## src/rtl/zorht_pkg.sv

```systemverilog
`default_nettype none

package zorht_pkg;

  localparam int CMD_W    = 2;
  localparam int STATUS_W = 2;
  localparam int ID_W     = 9;
  localparam int SLOT_W   = 8;

  localparam logic [CMD_W-1:0] CMD_ADD    = 2'd0;
  localparam logic [CMD_W-1:0] CMD_SELECT = 2'd1;
  localparam logic [CMD_W-1:0] CMD_DELETE = 2'd2;

  localparam logic [STATUS_W-1:0] STAT_OK        = 2'd0;
  localparam logic [STATUS_W-1:0] STAT_INVALID   = 2'd1;
  localparam logic [STATUS_W-1:0] STAT_NOT_FOUND = 2'd2;

  typedef enum logic [1:0] {
    ST_IDLE,
    ST_LOAD,
    ST_SCAN,
    ST_FIN
  } state_t;

  // broadcast controls from the sequencer to every cell
  typedef struct packed {
    logic add_en;
    logic del_en;
    logic hit_load;
    logic hit_shift;
  } cell_ctl_t;

endpackage

`default_nettype wire

```

## src/rtl/zorht_cell.sv

```systemverilog
`default_nettype none

module zorht_cell #(
  parameter int COORD_BITS = 16,
  parameter int CNTW       = 9,
  parameter int IDXW       = 8,
  parameter int INDEX      = 0
) (
  input  wire                          clk,
  input  wire                          rst_n,
  input  zorht_pkg::cell_ctl_t         ctl,
  input  wire  [CNTW-1:0]              count,
  input  wire  [IDXW-1:0]              sel_slot,
  input  wire  [COORD_BITS-1:0]        new_left,
  input  wire  [COORD_BITS-1:0]        new_top,
  input  wire  [COORD_BITS-1:0]        new_w,
  input  wire  [COORD_BITS-1:0]        new_h,
  input  wire  [COORD_BITS-1:0]        pt_x,
  input  wire  [COORD_BITS-1:0]        pt_y,
  input  wire  [COORD_BITS-1:0]        nb_left,
  input  wire  [COORD_BITS-1:0]        nb_top,
  input  wire  [COORD_BITS-1:0]        nb_w,
  input  wire  [COORD_BITS-1:0]        nb_h,
  input  wire                          hit_in,
  output logic [COORD_BITS-1:0]        left,
  output logic [COORD_BITS-1:0]        top,
  output logic [COORD_BITS-1:0]        w,
  output logic [COORD_BITS-1:0]        h,
  output logic                         hit_out
);

  import zorht_pkg::*;

  localparam logic [CNTW-1:0] IDX_C  = CNTW'(INDEX);
  localparam logic [CNTW-1:0] NEXT_C = CNTW'(INDEX + 1);
  localparam logic [IDXW-1:0] IDX_S  = IDXW'(INDEX);

  logic [COORD_BITS-1:0] left_r, top_r, w_r, h_r;
  logic                  hit_r;
  logic [COORD_BITS:0]   dx, dy;
  logic                  hit_now;
  logic                  take_new, take_nb;

  assign take_new = ctl.add_en && (count == IDX_C);
  assign take_nb  = ctl.del_en && (IDX_S >= sel_slot) && (NEXT_C < count);

  // offsets from the edges; non-negative and below the size means inside
  assign dx = {pt_x[COORD_BITS-1], pt_x} - {left_r[COORD_BITS-1], left_r};
  assign dy = {pt_y[COORD_BITS-1], pt_y} - {top_r[COORD_BITS-1], top_r};

  assign hit_now = (IDX_C < count)
                 && !dx[COORD_BITS] && (dx[COORD_BITS-1:0] < w_r)
                 && !dy[COORD_BITS] && (dy[COORD_BITS-1:0] < h_r);

  always_ff @(posedge clk) begin
    if (take_new) begin
      left_r <= new_left;
      top_r  <= new_top;
      w_r    <= new_w;
      h_r    <= new_h;
    end else if (take_nb) begin
      left_r <= nb_left;
      top_r  <= nb_top;
      w_r    <= nb_w;
      h_r    <= nb_h;
    end
  end

  always_ff @(posedge clk) begin
    if (!rst_n) begin
      hit_r <= 1'b0;
    end else if (ctl.hit_load) begin
      hit_r <= hit_now;
    end else if (ctl.hit_shift) begin
      hit_r <= hit_in;
    end
  end

  assign left    = left_r;
  assign top     = top_r;
  assign w       = w_r;
  assign h       = h_r;
  assign hit_out = hit_r;

endmodule

`default_nettype wire
```

## config.mk

```make
export PLATFORM = sky130hd
export DESIGN_NAME = zorht_cell
export DESIGN_NICKNAME = d
export VERILOG_FILES = /design/src/rtl/zorht_pkg.sv /design/src/rtl/zorht_cell.sv
export SDC_FILE = /design/constraint.sdc
export NUM_CORES = 1
export LEC_CHECK = 0
export BUFFER_PORTS_ARGS = -buffer_cell sky130_fd_sc_hd__buf_4
export CAP_MARGIN = 40
export CELL_PAD_IN_SITES_DETAIL_PLACEMENT = 1
export CELL_PAD_IN_SITES_GLOBAL_PLACEMENT = 1
export CORE_MARGIN = 3
export CORE_UTILIZATION = 38
export CTS_CLUSTER_SIZE = 8
export DETAILED_ROUTE_END_ITERATION = 8
export PLACE_DENSITY_LB_ADDON = 0.25
export REMOVE_ABC_BUFFERS = 1
export SLEW_MARGIN = 20
export SYNTH_ARGS = -nofsm -noshare
export SYNTH_HDL_FRONTEND = slang
export SYNTH_SLANG_ARGS = --single-unit
```

## constraint.sdc

```tcl
create_clock -name clk -period 15.1 [get_ports clk]
set_clock_uncertainty 0.2 [all_clocks]
set_input_delay 3.02 -clock clk [delete_from_list [all_inputs] [get_ports clk]]
set_output_delay 3.02 -clock clk [all_outputs]
set_load 0.02 [all_outputs]
```

# Word level (Yosys, flattened, before mapping)
# Index checks and enable logic that the tools add are counted.
[classes] n_eq_ne=0 reduce_logical=12 mul=0 order_cmp=5 addsub=2 muxes=10 div_mod_pow=0 shift=0 bitwise=0
[ops] op="$mux 16" count=8
[ops] op="$sub 16x16->17" count=2
[ops] op="$lt 16x16->1" count=2
[ops] op="$lt 1x9->1 const A" count=2
[ops] op="$logic_not 9->1" count=1
[ops] op="$ge 1x8->1 const A" count=1
[ops] op="$logic_and 1x1->1" count=7
[ops] op="$reduce_bool 2->1" count=2
[ops] op="$logic_not 1->1" count=2
[ops] op="$mux 1" count=2
[totals] input_bits=184 romBits=0 ram_bits=0 mem_count=0 latchBits=0 out_inout_bits=65 ff_bits=65 elab_cells=34

# Depth between registers and ports, before layout
# Gate-level depths: netlist (run 1).
[depth] word_depth=7 depth_mapped=17

# Least setup slack after synthesis (run 1)
# Ideal clock, no wire load.
[synth_timing] kind="input-to-reg" from="in sel_slot[7]" to="reg h_r[0], in the netlist h[0] (enable)" n_path_buf=0 stages=3 setup_slack_ns=4.363 arrival_ns=9.874 path_cell_list="nor4_1 > nand4b_1 > o41ai_1"
[synth_via] elab_chain_len=4
[synth_rtl] element="from (decl)" line="zorht_cell.sv:13" text="input wire [IDXW-1:0] sel_slot,"
[synth_rtl] element="$ge 1x8->1" line="zorht_cell.sv:45" text="assign take_nb = ctl.del_en && (IDX_S >= sel_slot) && (NEXT_C < count);"
[synth_rtl] element="$logic_and 1x1->1 (2 in a row)" line="zorht_cell.sv:45"
[synth_rtl] element="$reduce_bool 2->1 (no source line)"
[synth_rtl] element="to (signal assigned)" line="zorht_cell.sv:60" text="h_r <= new_h;"
[synth_rtl] element="to (signal assigned)" line="zorht_cell.sv:65" text="h_r <= nb_h;"
[synth_rtl] element="to (decl)" line="zorht_cell.sv:38" text="logic [COORD_BITS-1:0] left_r, top_r, w_r, h_r;"
# No other way between the ends.
# A chain may end at the register's enable or synchronous reset.

# Worst setup path after layout (run 1)
[layout_timing] from="in pt_x[0]" to="reg hit_r, in the netlist hit_out"
[layout_via] elab_chain_len=7 elab_cells_between_ends=8
[layout_rtl] element="from (decl)" line="zorht_cell.sv:18" text="input wire [COORD_BITS-1:0] pt_x,"
[layout_rtl] element="$sub 16x16->17 (*)" line="zorht_cell.sv:48" text="assign dx = {pt_x[COORD_BITS-1], pt_x} - {left_r[COORD_BITS-1], left_r};"
[layout_rtl] element="parallel branches: the longest is 2 deep, another holds $lt 16x16->1"
[layout_rtl] element="$logic_and 1x1->1 (*)" line="zorht_cell.sv:52" text="&& !dx[COORD_BITS] && (dx[COORD_BITS-1:0] < w_r)"
[layout_rtl] element="$logic_and 1x1->1 (*) (2 in a row)" line="zorht_cell.sv:53" text="&& !dy[COORD_BITS] && (dy[COORD_BITS-1:0] < h_r);"
[layout_rtl] element="$mux 1 (*)" line="zorht_cell.sv:72" text="end else if (ctl.hit_load) begin"
[layout_rtl] element="to (signal assigned)" line="zorht_cell.sv:73" text="hit_r <= hit_now;"
[layout_rtl] element="to (signal assigned)" line="zorht_cell.sv:75" text="hit_r <= hit_in;"
[layout_rtl] element="to (decl)" line="zorht_cell.sv:39" text="logic hit_r;"
# Mark *: on every way between the ends.

==> flow_summary.ini, run 1 <==
[status]
outcome = finished clean

[clock_network]
clkLatencyLatePin_ns = 0.34
root_buffer = clkbuf_16
cts_sinks = 65
cts_tree = built
cts_max_path_buffers = 2
numCtsBuffers = 9
htreeDepth = 3
cts_resized = 0
clk_pin_slew_ns = 0.06
postCtsSetupBuffers = 0
holdBufCountCts = 0

[placed_design]
dp_hpwl_um = 13200
routabilityCongestion = 0.851
numPortBuffers = 248

[floorplan]
die_w_um = 122
die_h_um = 122
die_area_um2 = 15000
ioPinCount = 249
fp-row-count = 41
start_util = 0.398
core_area_um2 = 12900

[flow_run]
drv_cap = 0

[yosys]
avgSynthCellArea_um2 = 10.5
synth_edf_count = 64
syn_area_um2 = 5140
yosysWarnings = 0
yosysSeqAreaShare = 0.378
synth_cell_type_count = 56
synthFlopType = edfxtp_1
postSynth.asyncResetShare = 0
synth_cells = 488
ys_ff_latch = 65

[pwr]
power.density_nw_per_um2 = 69.7
peakVddDrop_mv = 0.0465
p_leak_nw = 3.59

[setup_path]
cp.arrival_ns = 6.44
crit_family = compound AO/OA/AOI/OAI gates
cpMaxStageDelayCell = fa_1
endpoint_kind = flip-flop
crit_fanout = 4
critPathBufInv = 2
crit_top_cell = ha_1
required_ns = 15.16
max_stage_delay_ns = 0.44
cp_cell_sequence = buf_4 -> inv_1 -> ha_1 -> fa_1 -> nor2b_1 -> o31a_1 -> o2111ai_1 -> a311oi_1 -> o21ai_0 -> a31oi_1 -> ha_1 -> a21oi_1 -> nand2_1 -> a22o_1 -> nor3_1 -> o211ai_1 -> o31ai_1
cp-start-kind = input pin
criticalPathCategory = input pin to flip-flop

[layout]
final_common_cell = buf_4
nNetsFinal = 990
mostFrequentLayoutCells = buf_4, inv_1, mux2_2, edfxtp_1, ha_1
area_growth_pct = 46.5
drive_above_1_share = 0.448
n_antenna_cell = 0

[sta]
min_period_over_period = 0.423
rsz0062_at_grt = no
finalMaxSlewViolations = 0
worstMarginPinSlew_ns = 0.843
fin_crit_ns = 6.39
relSlewSlack = 0.438
final.setup.tns_ns = 0
setup_viol = 0
fin_hold_ws_ns = 0.513
finalHoldViolations = 0
fmax_ghz = 0.157

[global_route]
overflow = 0
grt_pass1_wl_um = 25400
track_usage = 0.217
grt_pass1_vias = 5249
grt_max_degree = 65
antenna_found_initial = 0

[routing]
drc = 0
detail-route-antenna-nets = 0
first_iter_violations = 199
num_vias = 4753
viasPerCell = 5.17
wl_per_cell_um = 17.7
wl_um = 16300
first_pass_iters = 4

[worst_hold_path]
holdCritPathClass = flip-flop to flip-flop
## synth_stat cells, types with 3 or more instances
library cell  number  share of area
inv_1             79          0.058
mux2_2            65           0.14
edfxtp_1          64           0.37
ha_1              62           0.15
a21oi_1           30          0.029
nor2_1            20          0.015
nand2_1           18          0.013
xnor2_1           17          0.029
o21ai_0           15          0.015
a21o_1             8          0.012
o21a_1             8          0.012
nor3_1             7         0.0068
a31oi_1            5         0.0061
buf_2              5         0.0049
nand4_1            5         0.0061
o31ai_1            5         0.0073
a211oi_1           4         0.0058
and4_1             4         0.0068
nand3_1            4         0.0039
nor2b_1            4         0.0049
o211ai_1           4         0.0058
o21bai_1           4         0.0058
or3_1              4         0.0049
a211o_1            3         0.0051
a221oi_1           3         0.0051
clkbuf_1           3         0.0022
nor4_1             3         0.0037
## report_power, final
part	switching [mW]	internal [mW]	total, mW
sequential	0.000465	0.199	0.199
clock	0.0778	0.145	0.222
combinational	0.0419	0.0614	0.103
total	0.120	0.405	0.525
## layout make-up
type / instances / area [um^2]
Fill cell: 1443 / 5400
Multi-Input combinational cell: 336 / 2880
Sequential cell: 65 / 1940
Timing Repair Buffer: 251 / 1900
Inverter: 79 / 297
Clock buffer: 13 / 240
Tap cell: 172 / 215
Clock inverter: 3 / 65.1
## worst paths after layout
check | slack [ns] | startpoint | endpoint | cells past startpoint
hold / removal | 0.51 | hit_out$_SDFFE_PN0P_ | hit_out$_SDFFE_PN0P_ | 3
setup / recovery | 8.71 | pt_x[0] | hit_out$_SDFFE_PN0P_ | 17
setup reg to reg | 11.08 | left[0]$_DFFE_PP_ | hit_out$_SDFFE_PN0P_ | 15
hold reg to reg | 0.51 | hit_out$_SDFFE_PN0P_ | hit_out$_SDFFE_PN0P_ | 3
## logic make-up (layout without fill, tap and decap cells)
| group | after synthesis | after routing | share of synthesized area |
|---|---|---|---|
| xor gates and xnor gates | 18 | 18 | 0.0307 |
| and+or+nand+nor | 80 | 80 | 0.0825 |
| buffers and inverters | 87 | 346 | 0.0647 |
| muxes | 65 | 65 | 0.142 |
| AOI/OAI and AO/OA | 109 | 109 | 0.143 |
| adders and majority gates | 64 | 64 | 0.159 |
| DFF | 65 | 65 | 0.378 |
## metrics by stage
| stage | power (mW) | utilization | setup slack [ns] | cell area, um^2 | instances |
|---|---|---|---|---|---|
| after detailed placement | 0.306 | 0.557 | 8.46 | 7210 | 902 |
| after global placement | 0.301 | 0.557 | 8.58 | 7210 | 902 |
| final | 0.525 | 0.583 | 8.71 | 7530 | 919 |
| after CTS | 0.532 | 0.581 | 8.75 | 7510 | 918 |
| after floorplan | 0.255 | - | 4.36 | 5100 | 480 |
| after global routing | 0.549 | 0.583 | 8.39 | 7530 | 919 |
## flip-flops by register name, indices dropped and copies added, names as in the netlist
signal	count
h	16
left	16
top	16
w	16
hit_out	1
## per-layer routing
| layer | vias to the layer above | global-route usage | share of wire |
|---|---|---|---|
| met5 | - | 0 | 0 |
| met4 | 0 | 0.0672 | 0.014 |
| met3 | 17 | 0.0539 | 0.074 |
| met2 | 170 | 0.411 | 0.53 |
| met1 | 2258 | 0.236 | 0.38 |
| li1 | 2308 | - | - |
## worst min-delay path: cells and delay by family (launching register included)
family / cells / cell delay, ns
compound gates: 1 / 0.07
mux: 1 / 0.16
flops: 1 / 0.35
simple gates: 1 / 0.10
(Power assumes the default switching activity.)
==> run 2, diff against run 1 <==
--- a/config.mk
+++ b/config.mk
@@ -10,7 +10,7 @@
 export CELL_PAD_IN_SITES_DETAIL_PLACEMENT = 1
 export CELL_PAD_IN_SITES_GLOBAL_PLACEMENT = 1
 export CORE_MARGIN = 3
-export CORE_UTILIZATION = 38
+export CORE_UTILIZATION = 35
 export CTS_CLUSTER_SIZE = 8
 export DETAILED_ROUTE_END_ITERATION = 8
 export PLACE_DENSITY_LB_ADDON = 0.25
==> constraint.sdc (replaced) <==
create_clock -name clk -period 6.59 [get_ports clk]
set_clock_uncertainty 0.2 [all_clocks]
set_input_delay 1.318 -clock clk [delete_from_list [all_inputs] [get_ports clk]]
set_output_delay 1.318 -clock clk [all_outputs]
set_load 0.02 [all_outputs]
==> run 2 against run 1 <==
Compared with the run above:
- power grew 130%
- worst setup slack lost 6.7 ns
- sequential power increased by 130%
- combinational power up 130%
- critical path type unchanged
- routed wire length fell by 3.2%
- hold slack improved by 0.0049 ns
- first-iteration DRC count fell by 8.0%
- flip-flop and latch count unchanged
- highest routed layer unchanged
- register-to-register slack worse by 8.4 ns
- utilization fell by 4.5 points
==> flow_summary.ini, run 2 (synthesis gave the netlist of run 1 again) <==
[status]
outcome = finished clean

[floorplan]
start_util = 0.365
fp-row-count = 43
die_h_um = 127
core_area_um2 = 14100
die_w_um = 127
die_area_um2 = 16200
ioPinCount = 249

[clock_network]
htreeDepth = 3
cts_tree = built
cts_resized = 0
cts_sinks = 65
cts_max_path_buffers = 2
clk_pin_slew_ns = 0.06
clkLatencyLatePin_ns = 0.34
numCtsBuffers = 9
postCtsSetupBuffers = 0
holdBufCountCts = 0
root_buffer = clkbuf_16

[setup_path]
endpoint_kind = flip-flop
crit_path_end = hit_out$_SDFFE_PN0P_
cp_cell_sequence = buf_4 -> inv_1 -> ha_1 -> fa_1 -> nor2b_1 -> o31a_1 -> o2111ai_1 -> a311oi_1 -> o21ai_0 -> a31oi_1 -> ha_1 -> a21oi_1 -> nand2_1 -> a22o_1 -> nor3_1 -> o211ai_1 -> o31ai_1
criticalPathCategory = input pin to flip-flop
reg2reg_to = hit_out$_SDFFE_PN0P_
crit_family = compound AO/OA/AOI/OAI gates
cp-start-kind = input pin
cp.arrival_ns = 4.66
crit_fanout = 4
cp_num_cells = 17
cpMaxStageDelayCell = fa_1
crit_top_cell = ha_1
critPathBufInv = 2
required_ns = 6.65
r2r_slack_ns = 2.64
max_stage_delay_ns = 0.42
r2r_start = left[0]$_DFFE_PP_
critPathLaunch = pt_x[0]
r2r_cells = 15

[layout]
post-route-cell-area_um2 = 7570
final_common_cell = buf_4
drive_above_1_share = 0.453
area_growth_pct = 47.4
multiInputGateArea_um2 = 2880
n_fill_cell = 1593
nNetsFinal = 991
layout.cells.non_filler = 928
utilization = 0.537
mostFrequentLayoutCells = buf_4, inv_1, mux2_2, edfxtp_1, ha_1
register_area_um2 = 1940
n_antenna_cell = 0

[routing]
detail-route-antenna-nets = 0
first_iter_violations = 183
wl_um = 15700
num_vias = 4679
first_pass_iters = 4
drc = 0
wl_per_cell_um = 17.0
viasPerCell = 5.04

[placed_design]
dp_hpwl_um = 12800
post-place-ws_ns = 1.67
numPortBuffers = 248
place_area_um2 = 7220
routabilityCongestion = 0.769
dp.cells = 910

[global_route]
grt-busiest-layer = met2
antenna_found_initial = 0
met3_usage = 0.0556
overflow = 0
track_usage = 0.193
grt_pass1_wl_um = 25100
gr-usage-met1 = 0.214
grt_max_degree = 66
gr-usage-met2 = 0.351
grt_pass1_vias = 5173

[pwr]
peakVddDrop_mv = 0.148
p_leak_nw = 3.61
power.density_nw_per_um2 = 160
total_power_mw = 1.21

[sta]
relSlewSlack = 0.578
finalHoldViolations = 0
fin_hold_ws_ns = 0.517
worst_slack_ns = 1.99
worstMarginPinSlew_ns = 0.626
fmax_ghz = 0.217
rsz0062_at_grt = no
finalMaxSlewViolations = 0
min_period_over_period = 0.698
final.setup.tns_ns = 0
fin_crit_ns = 4.60
setup_viol = 0

[flow_run]
drv_cap = 0

[worst_hold_path]
holdCritPathClass = flip-flop to flip-flop
-- run 2: worst min-delay path by stage --
| stage | from | endpoint | slack, ns | cells after the start |
|---|---|---|---|---|
| 2_1_floorplan | hit_out$_SDFFE_PN0P_ | hit_out$_SDFFE_PN0P_ | 0.55 | 3 |
| 3_3_place_gp | hit_out$_SDFFE_PN0P_ | hit_out$_SDFFE_PN0P_ | 0.50 | 3 |
| 3_5_place_dp | hit_out$_SDFFE_PN0P_ | hit_out$_SDFFE_PN0P_ | 0.50 | 3 |
| 4_1_cts | hit_out$_SDFFE_PN0P_ | hit_out$_SDFFE_PN0P_ | 0.51 | 3 |
| 5_1_grt | hit_out$_SDFFE_PN0P_ | hit_out$_SDFFE_PN0P_ | 0.56 | 3 |
| 6_report | hit_out$_SDFFE_PN0P_ | hit_out$_SDFFE_PN0P_ | 0.52 | 3 |
-- run 2: routing by layer --
layer	wire, um	up-vias
li1	-	2302
met1	6100	2201
met2	8260	151
met3	1090	25
met4	298	0
met5	0	-
-- run 2: worst reg2reg max path: stages, from the launching register on --
cell	delay, ns
edfxtp_1	0.41
ha_1	0.26
fa_1	0.42
nor2b_1	0.18
o31a_1	0.25
o2111ai_1	0.23
a311oi_1	0.38
o21ai_0	0.14
a31oi_1	0.19
ha_1	0.28
a21oi_1	0.15
nand2_1	0.06
a22o_1	0.22
nor3_1	0.16
o211ai_1	0.11
o31ai_1	0.22
-- run 2: cell type report --
cell class                 count  share of cell area
multi-input combinational    336               0.380
sequential                    65               0.256
timing repair buffer         252               0.254
inverter                      79              0.0391
clock buffer                  10              0.0302
tap                          180              0.0297
clock inverter                 6              0.0109
-- run 2: report_power, final --
group / internal (mW) / switching, mW
combinational: 0.141 / 0.0949
sequential: 0.456 / 0.00106
clock: 0.329 / 0.188
==> run 3, diff against run 2 <==
--- a/config.mk
+++ b/config.mk
@@ -10,7 +10,7 @@
 export CELL_PAD_IN_SITES_DETAIL_PLACEMENT = 1
 export CELL_PAD_IN_SITES_GLOBAL_PLACEMENT = 1
 export CORE_MARGIN = 3
-export CORE_UTILIZATION = 35
+export CORE_UTILIZATION = 31
 export CTS_CLUSTER_SIZE = 8
 export DETAILED_ROUTE_END_ITERATION = 8
 export PLACE_DENSITY_LB_ADDON = 0.25
==> constraint.sdc (replaced) <==
create_clock -name clk -period 4.06 [get_ports clk]
set_clock_uncertainty 0.2 [all_clocks]
set_input_delay 0.812 -clock clk [delete_from_list [all_inputs] [get_ports clk]]
set_output_delay 0.812 -clock clk [all_outputs]
set_load 0.02 [all_outputs]
==> run 3 against run 2 <==
Compared with the run above:
- via count up 2.6%
- die area up 12%
- critical path type unchanged
- highest routed layer unchanged
- cell count up 6.3%
==> flow_summary.ini, run 3 (synthesis gave the netlist of run 1 again) <==
[layout]
post-route-cell-area_um2 = 7830
register_area_um2 = 1940
n_fill_cell = 1822
multiInputGateArea_um2 = 2950
final_common_cell = buf_4
nNetsFinal = 1013
area_growth_pct = 52.3
utilization = 0.488
mostFrequentLayoutCells = buf_4, inv_1, mux2_2, edfxtp_1, ha_1
n_antenna_cell = 0
drive_above_1_share = 0.484

[placed_design]
place_area_um2 = 7440
dp_hpwl_um = 13700
numPortBuffers = 248
routabilityCongestion = 0.823

[setup_path]
r2r_cells = 16
crit_fanout = 3
cp.arrival_ns = 3.89
cp-start-kind = input pin
criticalPathCategory = input pin to flip-flop
required_ns = 4.11
endpoint_kind = flip-flop

[routing]
drc = 0
detail-route-antenna-nets = 0
wl_per_cell_um = 16.9
num_vias = 4801
first_iter_violations = 164
wl_um = 16700
viasPerCell = 4.87
first_pass_iters = 4

[global_route]
gr-usage-met2 = 0.336
grt-busiest-layer = met2
overflow = 0
gr-usage-met1 = 0.201
grt_pass1_vias = 5208
antenna_found_initial = 0
grt_max_degree = 65
grt_pass1_wl_um = 26100
met3_usage = 0.0436
track_usage = 0.180

[pwr]
comb_power_share = 0.213
intPower_mw = 1.46
clock_power_share = 0.403
p_sw_frac = 0.245
total_power_mw = 1.93
p_leak_nw = 3.71
p_sw_uw = 474
power_frac_seq = 0.384
power.density_nw_per_um2 = 247
peakVddDrop_mv = 0.190

[sta]
min_period_over_period = 0.946
setup_viol = 0
finalHoldViolations = 0
fin_hold_ws_ns = 0.466
fmax_ghz = 0.260
worstMarginPinSlew_ns = 0.803
finalMaxSlewViolations = 0
relSlewSlack = 0.463
fin_crit_ns = 3.84

[flow_run]
drv_cap = 0

[clock_network]
cts_tree = built
cts_sinks = 65
clkLatencyLatePin_ns = 0.34
htreeDepth = 3
numCtsBuffers = 9
cts_max_path_buffers = 2
root_buffer = clkbuf_16
clk_pin_slew_ns = 0.05

[worst_hold_path]
hold_path_depth = 3
holdCritPathClass = flip-flop to flip-flop

[floorplan]
die_w_um = 135
start_util = 0.320
die_area_um2 = 18200
die_h_um = 135
ioPinCount = 249
core_area_um2 = 16100
fp-row-count = 46

[status]
outcome = finished clean
-- run 3: area by class of cell --
cell class              instances  area share
inverters                      79      0.0379
clock buffers                  10      0.0292
repair buffers                274       0.266
multi-input cells             336       0.377
flip-flops and latches         65       0.248
well taps                     216      0.0345
clock inverters                 6     0.00751
-- run 3: per-stage QoR --
| step | instances | TNS [ns] | setup WS, ns |
|---|---|---|---|
| 4_1_cts | 982 | 0 | 0.00773 |
| 3_5_place_dp | 966 | -0.336 | -0.336 |
| 3_3_place_gp | 966 | -0.192 | -0.192 |
| 5_1_grt | 986 | -0.0410 | -0.0410 |
| 2_1_floorplan | 480 | -286.02 | -4.47 |
| 6_report | 986 | 0 | 0.218 |
-- run 3: worst paths after layout --
kind                                              to  slack [ns]                 start
worst max-delay path            hit_out$_SDFFE_PN0P_        0.22               pt_x[0]
worst min-delay path            hit_out$_SDFFE_PN0P_        0.47  hit_out$_SDFFE_PN0P_
worst max register to register  hit_out$_SDFFE_PN0P_        0.35     left[0]$_DFFE_PP_
worst min register to register  hit_out$_SDFFE_PN0P_        0.47  hit_out$_SDFFE_PN0P_
-- run 3: routing by layer --
metal  share of wire  vias up
li1                -     2357
met1            0.38     2280
met2            0.54      141
met3           0.067       23
met4           0.020        0
met5               0        -
-- run 3: what timing repair did --
item	CTS	global route
endpoints found under the setup margin	0	1
buffers inserted	0	4
hold buffers	0	0
resized for setup	0	17
-- run 3: power groups by stage --
stage / Clock, mW / Combinational (mW) / Sequential (mW)
2_1_floorplan: 0 / 0.188 / 0.759
3_3_place_gp: 0 / 0.380 / 0.755
3_5_place_dp: 0 / 0.397 / 0.755
4_1_cts: 0.798 / 0.402 / 0.741
5_1_grt: 0.821 / 0.459 / 0.741
6_report: 0.779 / 0.412 / 0.741
-- run 3: critical path: stages --
cell,delay [ns]
buf_4,0.07
inv_1,0.03
ha_2,0.19
fa_2,0.42
nor2b_2,0.14
o31a_1,0.22
o2111ai_2,0.15
buf_4,0.19
a31oi_4,0.18
a41o_1,0.18
a31oi_1,0.04
ha_1,0.34
a21oi_2,0.16
nand2_1,0.07
a22o_1,0.22
nor3_1,0.16
o211ai_1,0.11
o31ai_1,0.18
